--- config.mk ---
export PLATFORM = sky130hd
export DESIGN_NAME = alu_32bit_with_flags_unit
export DESIGN_NICKNAME = d
export VERILOG_FILES = /design/src/hw/rtl/alu32f_pkg.sv /design/src/hw/rtl/alu_32bit_with_flags_unit.sv /design/src/hw/rtl/alu32f_ctrl.sv /design/src/hw/rtl/alu32f_dp.sv
export VERILOG_INCLUDE_DIRS = /design/src /design/src/hw/rtl
export SDC_FILE = /design/constraint.sdc
export NUM_CORES = 2
export LEC_CHECK = 0
export ABC_CLOCK_PERIOD_IN_PS = 24200
export BUFFER_PORTS_ARGS = -buffer_cell sky130_fd_sc_hd__buf_4
export CORE_ASPECT_RATIO = 1.2
export CORE_UTILIZATION = 60
export CTS_CLUSTER_DIAMETER = 50
export CTS_CLUSTER_SIZE = 30
export DETAILED_ROUTE_END_ITERATION = 8
export PLACE_DENSITY_LB_ADDON = 0.15
export SYNTH_ARGS = -nofsm -noshare
export SYNTH_HDL_FRONTEND = slang
export SYNTH_SLANG_ARGS = --single-unit
--- constraint.sdc ---
create_clock -name clk -period 24.2 [get_ports clk]
set_input_delay 3.63 -clock clk [delete_from_list [all_inputs] [get_ports clk]]
set_output_delay 3.63 -clock clk [all_outputs]
set_load 0.01 [all_outputs]
--- src/hw/rtl/assert_macros.svh ---
// assertion macros used by the alu controller
`ifndef ASSERT_MACROS_SVH
`define ASSERT_MACROS_SVH

// antecedent holds, consequent holds in the same cycle
`define ASSERT_SAME(label, clk, rst_n, ante, cons, msg) \
	label: assert property (@(posedge clk) disable iff (!rst_n) (ante) |-> (cons)) \
		else $error(msg);

// antecedent holds, consequent holds in the next cycle
`define ASSERT_NEXT(label, clk, rst_n, ante, cons, msg) \
	label: assert property (@(posedge clk) disable iff (!rst_n) (ante) |=> (cons)) \
		else $error(msg);

`endif

--- src/hw/rtl/alu32f_pkg.sv ---
// types, opcodes and decode shared by the alu modules
package alu32f_pkg;

	localparam int unsigned WordW = 32;
	localparam int unsigned CntW  = 5;
	localparam logic [CntW-1:0] DivLast = CntW'(WordW - 1);

	typedef enum logic [1:0] {
		ST_IDLE,
		ST_CALC,
		ST_DIV,
		ST_FIN
	} state_t;

	typedef enum logic [3:0] {
		OP_NONE,
		OP_ADD,
		OP_ADC,
		OP_SUB,
		OP_SBB,
		OP_MUL,
		OP_DIV,
		OP_SHL,
		OP_SHR,
		OP_ROL,
		OP_ROR,
		OP_AND,
		OP_OR,
		OP_XOR,
		OP_NOT
	} op_t;

	typedef struct packed {
		logic load_in;
		logic calc;
		logic div_step;
		logic load_out;
	} cmd_t;

	typedef struct packed {
		logic is_div;
	} sts_t;

	function automatic op_t decode_op(input logic [7:0] m);
		op_t op;
		op = OP_NONE;
		if (m[6]) begin
			if (m[5]) begin
				if (m[4])
					op = m[3] ? OP_XOR : OP_OR;
				else
					op = m[3] ? OP_NOT : OP_AND;
			end else if (m[4]) begin
				op = m[2] ? OP_ROR : OP_ROL;
			end else begin
				op = m[2] ? OP_SHR : OP_SHL;
			end
		end else if (m[5]) begin
			if (!m[3])
				op = m[4] ? OP_DIV : OP_MUL;
		end else if (!m[4]) begin
			if (m[3])
				op = m[2] ? OP_SBB : OP_SUB;
			else
				op = m[2] ? OP_ADC : OP_ADD;
		end
		return op;
	endfunction

endpackage

--- src/hw/rtl/alu_32bit_with_flags_unit.sv ---
// top level of the 32-bit alu with flags
//
// channel  handshake            word
// in       in_valid / in_stall  base_operand, second_operand, mode
// out      out_valid / out_stall result_value, carry_out, zero_out, negative_out, overflow_out
//
// one word at a time: accept, calculate, output load
// simple operations go straight from calculate to output load; divide adds one divider step per quotient bit
// the restoring divider produces one quotient bit per cycle
// reset clears the carry flag and the controller; no clearing pass
// a stalled output holds the next result in the datapath until the output register frees
module alu_32bit_with_flags_unit
	import alu32f_pkg::*;
(
	input  logic             clk,
	input  logic             arst_n,
	input  logic             in_valid,
	output logic             in_stall,
	input  logic [WordW-1:0] base_operand,
	input  logic [WordW-1:0] second_operand,
	input  logic [7:0]       mode,
	output logic             out_valid,
	input  logic             out_stall,
	output logic [WordW-1:0] result_value,
	output logic             carry_out,
	output logic             zero_out,
	output logic             negative_out,
	output logic             overflow_out
);

	cmd_t cmd;
	sts_t sts;

	alu32f_ctrl u_ctrl (
		.clk       (clk),
		.arst_n    (arst_n),
		.in_valid  (in_valid),
		.in_stall  (in_stall),
		.out_valid (out_valid),
		.out_stall (out_stall),
		.sts       (sts),
		.cmd       (cmd)
	);

	alu32f_dp u_dp (
		.clk            (clk),
		.arst_n         (arst_n),
		.cmd            (cmd),
		.sts            (sts),
		.base_operand   (base_operand),
		.second_operand (second_operand),
		.mode           (mode),
		.result_value   (result_value),
		.carry_out      (carry_out),
		.zero_out       (zero_out),
		.negative_out   (negative_out),
		.overflow_out   (overflow_out)
	);

endmodule

--- src/hw/rtl/alu32f_ctrl.sv ---
// controller state machine: input handshake, divide sequencing, output handshake
`include "assert_macros.svh"

module alu32f_ctrl
	import alu32f_pkg::*;
(
	input  logic clk,
	input  logic arst_n,
	input  logic in_valid,
	output logic in_stall,
	output logic out_valid,
	input  logic out_stall,
	input  sts_t sts,
	output cmd_t cmd
);

	state_t state_q, state_d;
	logic [CntW-1:0] cnt_q;
	logic out_valid_q;
	logic out_free;

	assign out_free = !out_valid_q || !out_stall;

	always_comb begin
		state_d = state_q;
		unique case (state_q)
			ST_IDLE: begin
				if (in_valid)
					state_d = ST_CALC;
			end
			ST_CALC: begin
				state_d = sts.is_div ? ST_DIV : ST_FIN;
			end
			ST_DIV: begin
				if (cnt_q == DivLast)
					state_d = ST_FIN;
			end
			ST_FIN: begin
				if (out_free)
					state_d = ST_IDLE;
			end
			default: state_d = ST_IDLE;
		endcase
	end

	always_comb begin
		cmd = '0;
		in_stall = 1'b1;
		unique case (state_q)
			ST_IDLE: begin
				in_stall = 1'b0;
				cmd.load_in = in_valid;
			end
			ST_CALC: cmd.calc = 1'b1;
			ST_DIV: cmd.div_step = 1'b1;
			ST_FIN: cmd.load_out = out_free;
			default: cmd = '0;
		endcase
	end

	always_ff @(posedge clk or negedge arst_n) begin
		if (!arst_n) begin
			state_q <= ST_IDLE;
			cnt_q <= '0;
			out_valid_q <= 1'b0;
		end else begin
			state_q <= state_d;
			if (cmd.calc)
				cnt_q <= '0;
			else if (cmd.div_step)
				cnt_q <= cnt_q + CntW'(1);
			if (cmd.load_out)
				out_valid_q <= 1'b1;
			else if (!out_stall)
				out_valid_q <= 1'b0;
		end
	end

	assign out_valid = out_valid_q;

	`ASSERT_NEXT(a_accept_calc, clk, arst_n, in_valid && !in_stall, state_q == ST_CALC,
		"accepted word did not start calculation")
	`ASSERT_NEXT(a_div_end, clk, arst_n, state_q == ST_DIV && cnt_q == DivLast,
		state_q == ST_FIN, "divide did not finish after last step")
	`ASSERT_SAME(a_load_free, clk, arst_n, cmd.load_out, !out_valid_q || !out_stall,
		"output overwritten while stalled")

endmodule

--- src/hw/rtl/alu32f_dp.sv ---
// datapath: operand registers, alu, restoring divider, carry and output registers
module alu32f_dp
	import alu32f_pkg::*;
(
	input  logic              clk,
	input  logic              arst_n,
	input  cmd_t              cmd,
	output sts_t              sts,
	input  logic [WordW-1:0]  base_operand,
	input  logic [WordW-1:0]  second_operand,
	input  logic [7:0]        mode,
	output logic [WordW-1:0]  result_value,
	output logic              carry_out,
	output logic              zero_out,
	output logic              negative_out,
	output logic              overflow_out
);

	logic [WordW-1:0] a_q, b_q, res_q, quo_q, rem_q;
	op_t op_q;
	logic carry_q, newc_q, updc_q;

	logic [WordW:0]     sum;
	logic [2*WordW-1:0] prod;
	logic [2*WordW-1:0] rot_l, rot_r;
	logic [WordW-1:0]   alu_res;
	logic [WordW:0]     rem_pre, diff;
	logic [WordW-1:0]   fin_res;

	assign sts.is_div = (op_q == OP_DIV);

	always_comb begin
		unique case (op_q)
			OP_ADD: sum = {1'b0, a_q} + {1'b0, b_q};
			OP_ADC: sum = {1'b0, a_q} + {1'b0, b_q} + {{WordW{1'b0}}, carry_q};
			OP_SUB: sum = {1'b0, a_q} + {1'b0, ~b_q} + {{WordW{1'b0}}, 1'b1};
			default: sum = {1'b0, a_q} + {1'b0, ~b_q} + {{WordW{1'b0}}, carry_q};
		endcase
	end

	assign prod  = {{WordW{1'b0}}, a_q} * {{WordW{1'b0}}, b_q};
	assign rot_l = {a_q, a_q} << b_q[CntW-1:0];
	assign rot_r = {a_q, a_q} >> b_q[CntW-1:0];

	always_comb begin
		unique case (op_q)
			OP_ADD, OP_ADC, OP_SUB, OP_SBB: alu_res = sum[WordW-1:0];
			OP_MUL: alu_res = prod[WordW-1:0];
			OP_SHL: alu_res = (|b_q[WordW-1:CntW]) ? '0 : (a_q << b_q[CntW-1:0]);
			OP_SHR: alu_res = (|b_q[WordW-1:CntW]) ? '0 : (a_q >> b_q[CntW-1:0]);
			OP_ROL: alu_res = rot_l[2*WordW-1:WordW];
			OP_ROR: alu_res = rot_r[WordW-1:0];
			OP_AND: alu_res = a_q & b_q;
			OP_OR:  alu_res = a_q | b_q;
			OP_XOR: alu_res = a_q ^ b_q;
			OP_NOT: alu_res = ~a_q;
			default: alu_res = '0;
		endcase
	end

	// one quotient bit per step; a zero divisor yields all ones
	assign rem_pre = {rem_q, quo_q[WordW-1]};
	assign diff    = rem_pre - {1'b0, b_q};

	assign fin_res = sts.is_div ? quo_q : res_q;

	always_ff @(posedge clk) begin
		if (cmd.load_in) begin
			a_q  <= base_operand;
			b_q  <= second_operand;
			op_q <= decode_op(mode);
		end
		if (cmd.calc) begin
			res_q  <= alu_res;
			newc_q <= sum[WordW];
			updc_q <= (op_q == OP_ADD) || (op_q == OP_ADC);
			rem_q  <= '0;
			quo_q  <= a_q;
		end else if (cmd.div_step) begin
			rem_q <= diff[WordW] ? rem_pre[WordW-1:0] : diff[WordW-1:0];
			quo_q <= {quo_q[WordW-2:0], ~diff[WordW]};
		end
		if (cmd.load_out) begin
			result_value <= fin_res;
			zero_out     <= (fin_res == '0);
			negative_out <= fin_res[WordW-1];
			overflow_out <= fin_res[WordW-1] && !a_q[WordW-1];
			carry_out    <= updc_q ? newc_q : carry_q;
		end
	end

	always_ff @(posedge clk or negedge arst_n) begin
		if (!arst_n)
			carry_q <= 1'b0;
		else if (cmd.load_out && updc_q)
			carry_q <= newc_q;
	end

endmodule

==> results.py <==
metrics = {
    "die": {
        "die_h_um": 272.2,
        "rows": 98,
        "die_area_um2": 61860,
        "coreArea_um2": 59840,
        "initial_core_util_pct": 61.03,
        "die_w_um": 227.2,
        "ioPinCount": 114,
    },
    "clocking": {
        "cts_tree": "built",
        "htree_num_levels": 1,
        "cts-buffers-inserted": 24,
        "cts_resized": 0,
        "cts_setup_buffers": 0,
        "hold_buffers": 0,
        "clk_pin_slew_ps": 80,
        "clkSinkCount": 210,
        "cts_root_buf": "clkbuf_16",
        "clock_path_buffers": 3,
        "insertion_delay_ps": 600,
    },
    "synth": {
        "ys_seq_elements": 210,
        "yosys.area_share.simple_pct": 16.23,
        "ys_types": 111,
        "ys_top_cells_by_area": "fa_1, edfxtp_1, ha_1, nor2_1, inv_1",
        "syn_inst": 4286,
        "synth.yosys.warnings": 0,
        "syn_avg_cell_area_um2": 8.520,
        "synth_most_common_cell": "nor2_1",
        "syn-cell-area_um2": 36520,
        "synth-compound-area-share_pct": 15.58,
        "post_synth_fa_ha_maj_area_fraction_pct": 31.71,
        "ys_async_sr_fraction_pct": 4.286,
        "synth.net_count": 5041,
        "muxShareOfSynthArea_pct": 7.079,
        "ys.flop_type": "edfxtp_1",
        "synthXorXnorAreaFrac_pct": 4.842,
        "synth_edf_count": 169,
        "yosysSeqAreaShare_pct": 16.27,
        "synth_top_area_share_pct": 22.53,
        "synth_area_leader_cell": "fa_1",
        "synth_top_family_by_area": "adder cells",
        "synthTopCellsByCount": "nor2_1, inv_1, fa_1",
    },
    "placed_design": {
        "dp_hpwl_um": 105900,
        "place_ws_ps": 14700,
        "gp_congestion": 1.072,
        "placed_area_um2": 37980,
        "port_buffers": 110,
    },
    "critical_path": {
        "crit_top_cell": "fa_1",
        "critPathKind": "reg2reg",
        "cp-start-kind": "flop",
        "crit_path_max_fanout": 54,
        "cpMaxStageDelayCell": "buf_4",
        "crit_buf_inv": 5,
        "required_ps": 24500,
        "cp.arrival_ps": 9990,
        "cpPeakStageDelay_ps": 630,
        "worstSetupEndpointType": "flop",
        "critPathTopFamily": "adder cells",
    },
    "timing": {
        "setup_ws_ps": 14510,
        "setup_viol": 0,
        "finalHoldViolCount": 0,
        "maxSlewViolCount": 0,
        "worst_pin_slew_ps": 1253,
        "slew_headroom_pct": 16.34,
        "fmax_mhz": 103.2,
        "post-route-period-util_pct": 40.03,
        "timing.clock.skew_ps": 15.17,
        "setup_tns_ps": 0,
        "period_needed_ps": 9686,
        "rsz0062_at_grt": "no",
    },
    "drt": {
        "dr_wl_met3_um": 19930,
        "wl_per_cell_um": 28.28,
        "ant_nets": 0,
        "wl_met1_um": 50310,
        "wl_met2_um": 59910,
        "routed.top_layer": "met5",
        "via_per_inst": 6.633,
        "firstDrtPassIters": 7,
        "vias": 33740,
        "drcViolationCount": 0,
        "wl_um": 143900,
        "drt_iter0_drc": 3879,
    },
    "final_layout": {
        "final_area_um2": 38860,
        "drive_gt1_share_pct": 9.752,
        "nNetsFinal": 5013,
        "areaGrowthSynthToFinish_pct": 6.431,
    },
    "status": {
        "status": "completed",
    },
    "flow_run": {
        "cap_violations": 0,
    },
    "grt": {
        "grt_pass1_vias": 33270,
        "grt_usage_pct": 47.05,
        "grt-ovfl-total": 0,
        "grt_pass1_wl_um": 210500,
        "antenna_found_initial": 14,
        "grt_max_degree": 77,
    },
    "hold_path": {
        "hp-class": "reg2reg",
    },
}
==> worst paths after layout <==
check	from	endpoint	cells past startpoint	slack, ps
max	u_dp.b_q[3]$_DFFE_PP_	u_dp.res_q[31]$_DFFE_PP_	27	14510
min in group asynchronous	arst_n	u_ctrl.state_q[1]$_DFFE_PN0P_	1	2850
max reg2reg	u_dp.b_q[3]$_DFFE_PP_	u_dp.res_q[31]$_DFFE_PP_	27	14510
max in group asynchronous	arst_n	u_ctrl.cnt_q[0]$_DFFE_PN0P_	1	21190
min reg2reg	u_dp.rem_q[18]$_SDFFE_PP0P_	u_dp.rem_q[18]$_SDFFE_PP0P_	2	490
min	u_dp.rem_q[18]$_SDFFE_PP0P_	u_dp.rem_q[18]$_SDFFE_PP0P_	2	490
==> cell families (layout without fill, tap and decap cells) <==
group / after synthesis / in the layout
and+or+nand+nor: 1350 / 1350
AOI/OAI and AO/OA: 857 / 857
buffers and inverters: 768 / 758
adders and majority gates: 679 / 679
muxes: 221 / 221
DFF: 210 / 210
xor gates and xnor gates: 201 / 201
other: 0 / 10
==> layout make-up <==
class | count | area, µm²
multi-input cells | 3308 | 27610
fillers | 5348 | 20970
diodes | 10 | 25.02
repair buffers | 199 | 1494
clock buffers | 27 | 643.1
flip-flops and latches | 210 | 5941
inverters | 515 | 1933
well taps | 800 | 1001
clock inverters | 17 | 220.2
==> metrics by stage <==
step	instances	utilization, %	hold slack [ps]
final	5086	64.95	490.5
after global routing	5077	64.91	520.3
after floorplan	4286	-	457.8
after CTS	5076	64.91	490.3
after global placement	5032	63.47	474.0
after detailed placement	5032	63.47	480.8
==> placed cells by master (no fill, tap or decap), drive strengths merged, types with 20 or more instances in the layout <==
master  netlist  layout
a21oi       236     236
nand2b       46      46
a31oi        24      24
clkinv       16      20
nand3        43      43
mux2         88      88
fa          411     411
a211oi       70      70
inv         499     512
or3          22      22
edfxtp      169     169
nor2        664     664
a21o         46      46
nand2       364     364
clkbuf      187      27
buf          66     199
mux4         21      21
o21ai       167     167
dfxtp        32      32
o211ai       32      32
o221ai       26      26
xor2         65      65
a221oi       35      35
ha          268     268
nor3         63      63
xnor2       136     136
o22ai        42      42
nor4         31      31
mux2i       112     112
==> state kept, by name (all words and copies together), names as in the netlist <==
name	count
u_ctrl.out_valid	1
u_dp.updc_q	1
u_dp.quo_q	32
u_dp.negative_out	1
u_dp.result_value	31
u_ctrl.state_q	2
u_dp.overflow_out	1
u_dp.a_q	32
u_dp.res_q	32
u_dp.rem_q	32
u_dp.carry_out	1
u_dp.b_q	32
u_ctrl.cnt_q	5
u_dp.newc_q	1
u_dp.zero_out	1
u_dp.op_q	4
u_dp.carry_q	1
==> metal layers <==
| metal | track usage, % | vias up |
|---|---|---|
| li1 | - | 14490 |
| met1 | 56.92 | 16280 |
| met2 | 67.50 | 2279 |
| met3 | 16.56 | 675 |
| met4 | 37.85 | 12 |
| met5 | 0 | - |
==> tightest hold or removal path, delay by kind of cell, from the launching register on <==
kind / cells / cell delay (ps)
flops: 1 / 330
compound gates: 1 / 50
simple gates: 1 / 60
Power is not shown: default switching activity piles up to over one toggle a cycle in this logic, so the estimate is an artifact.
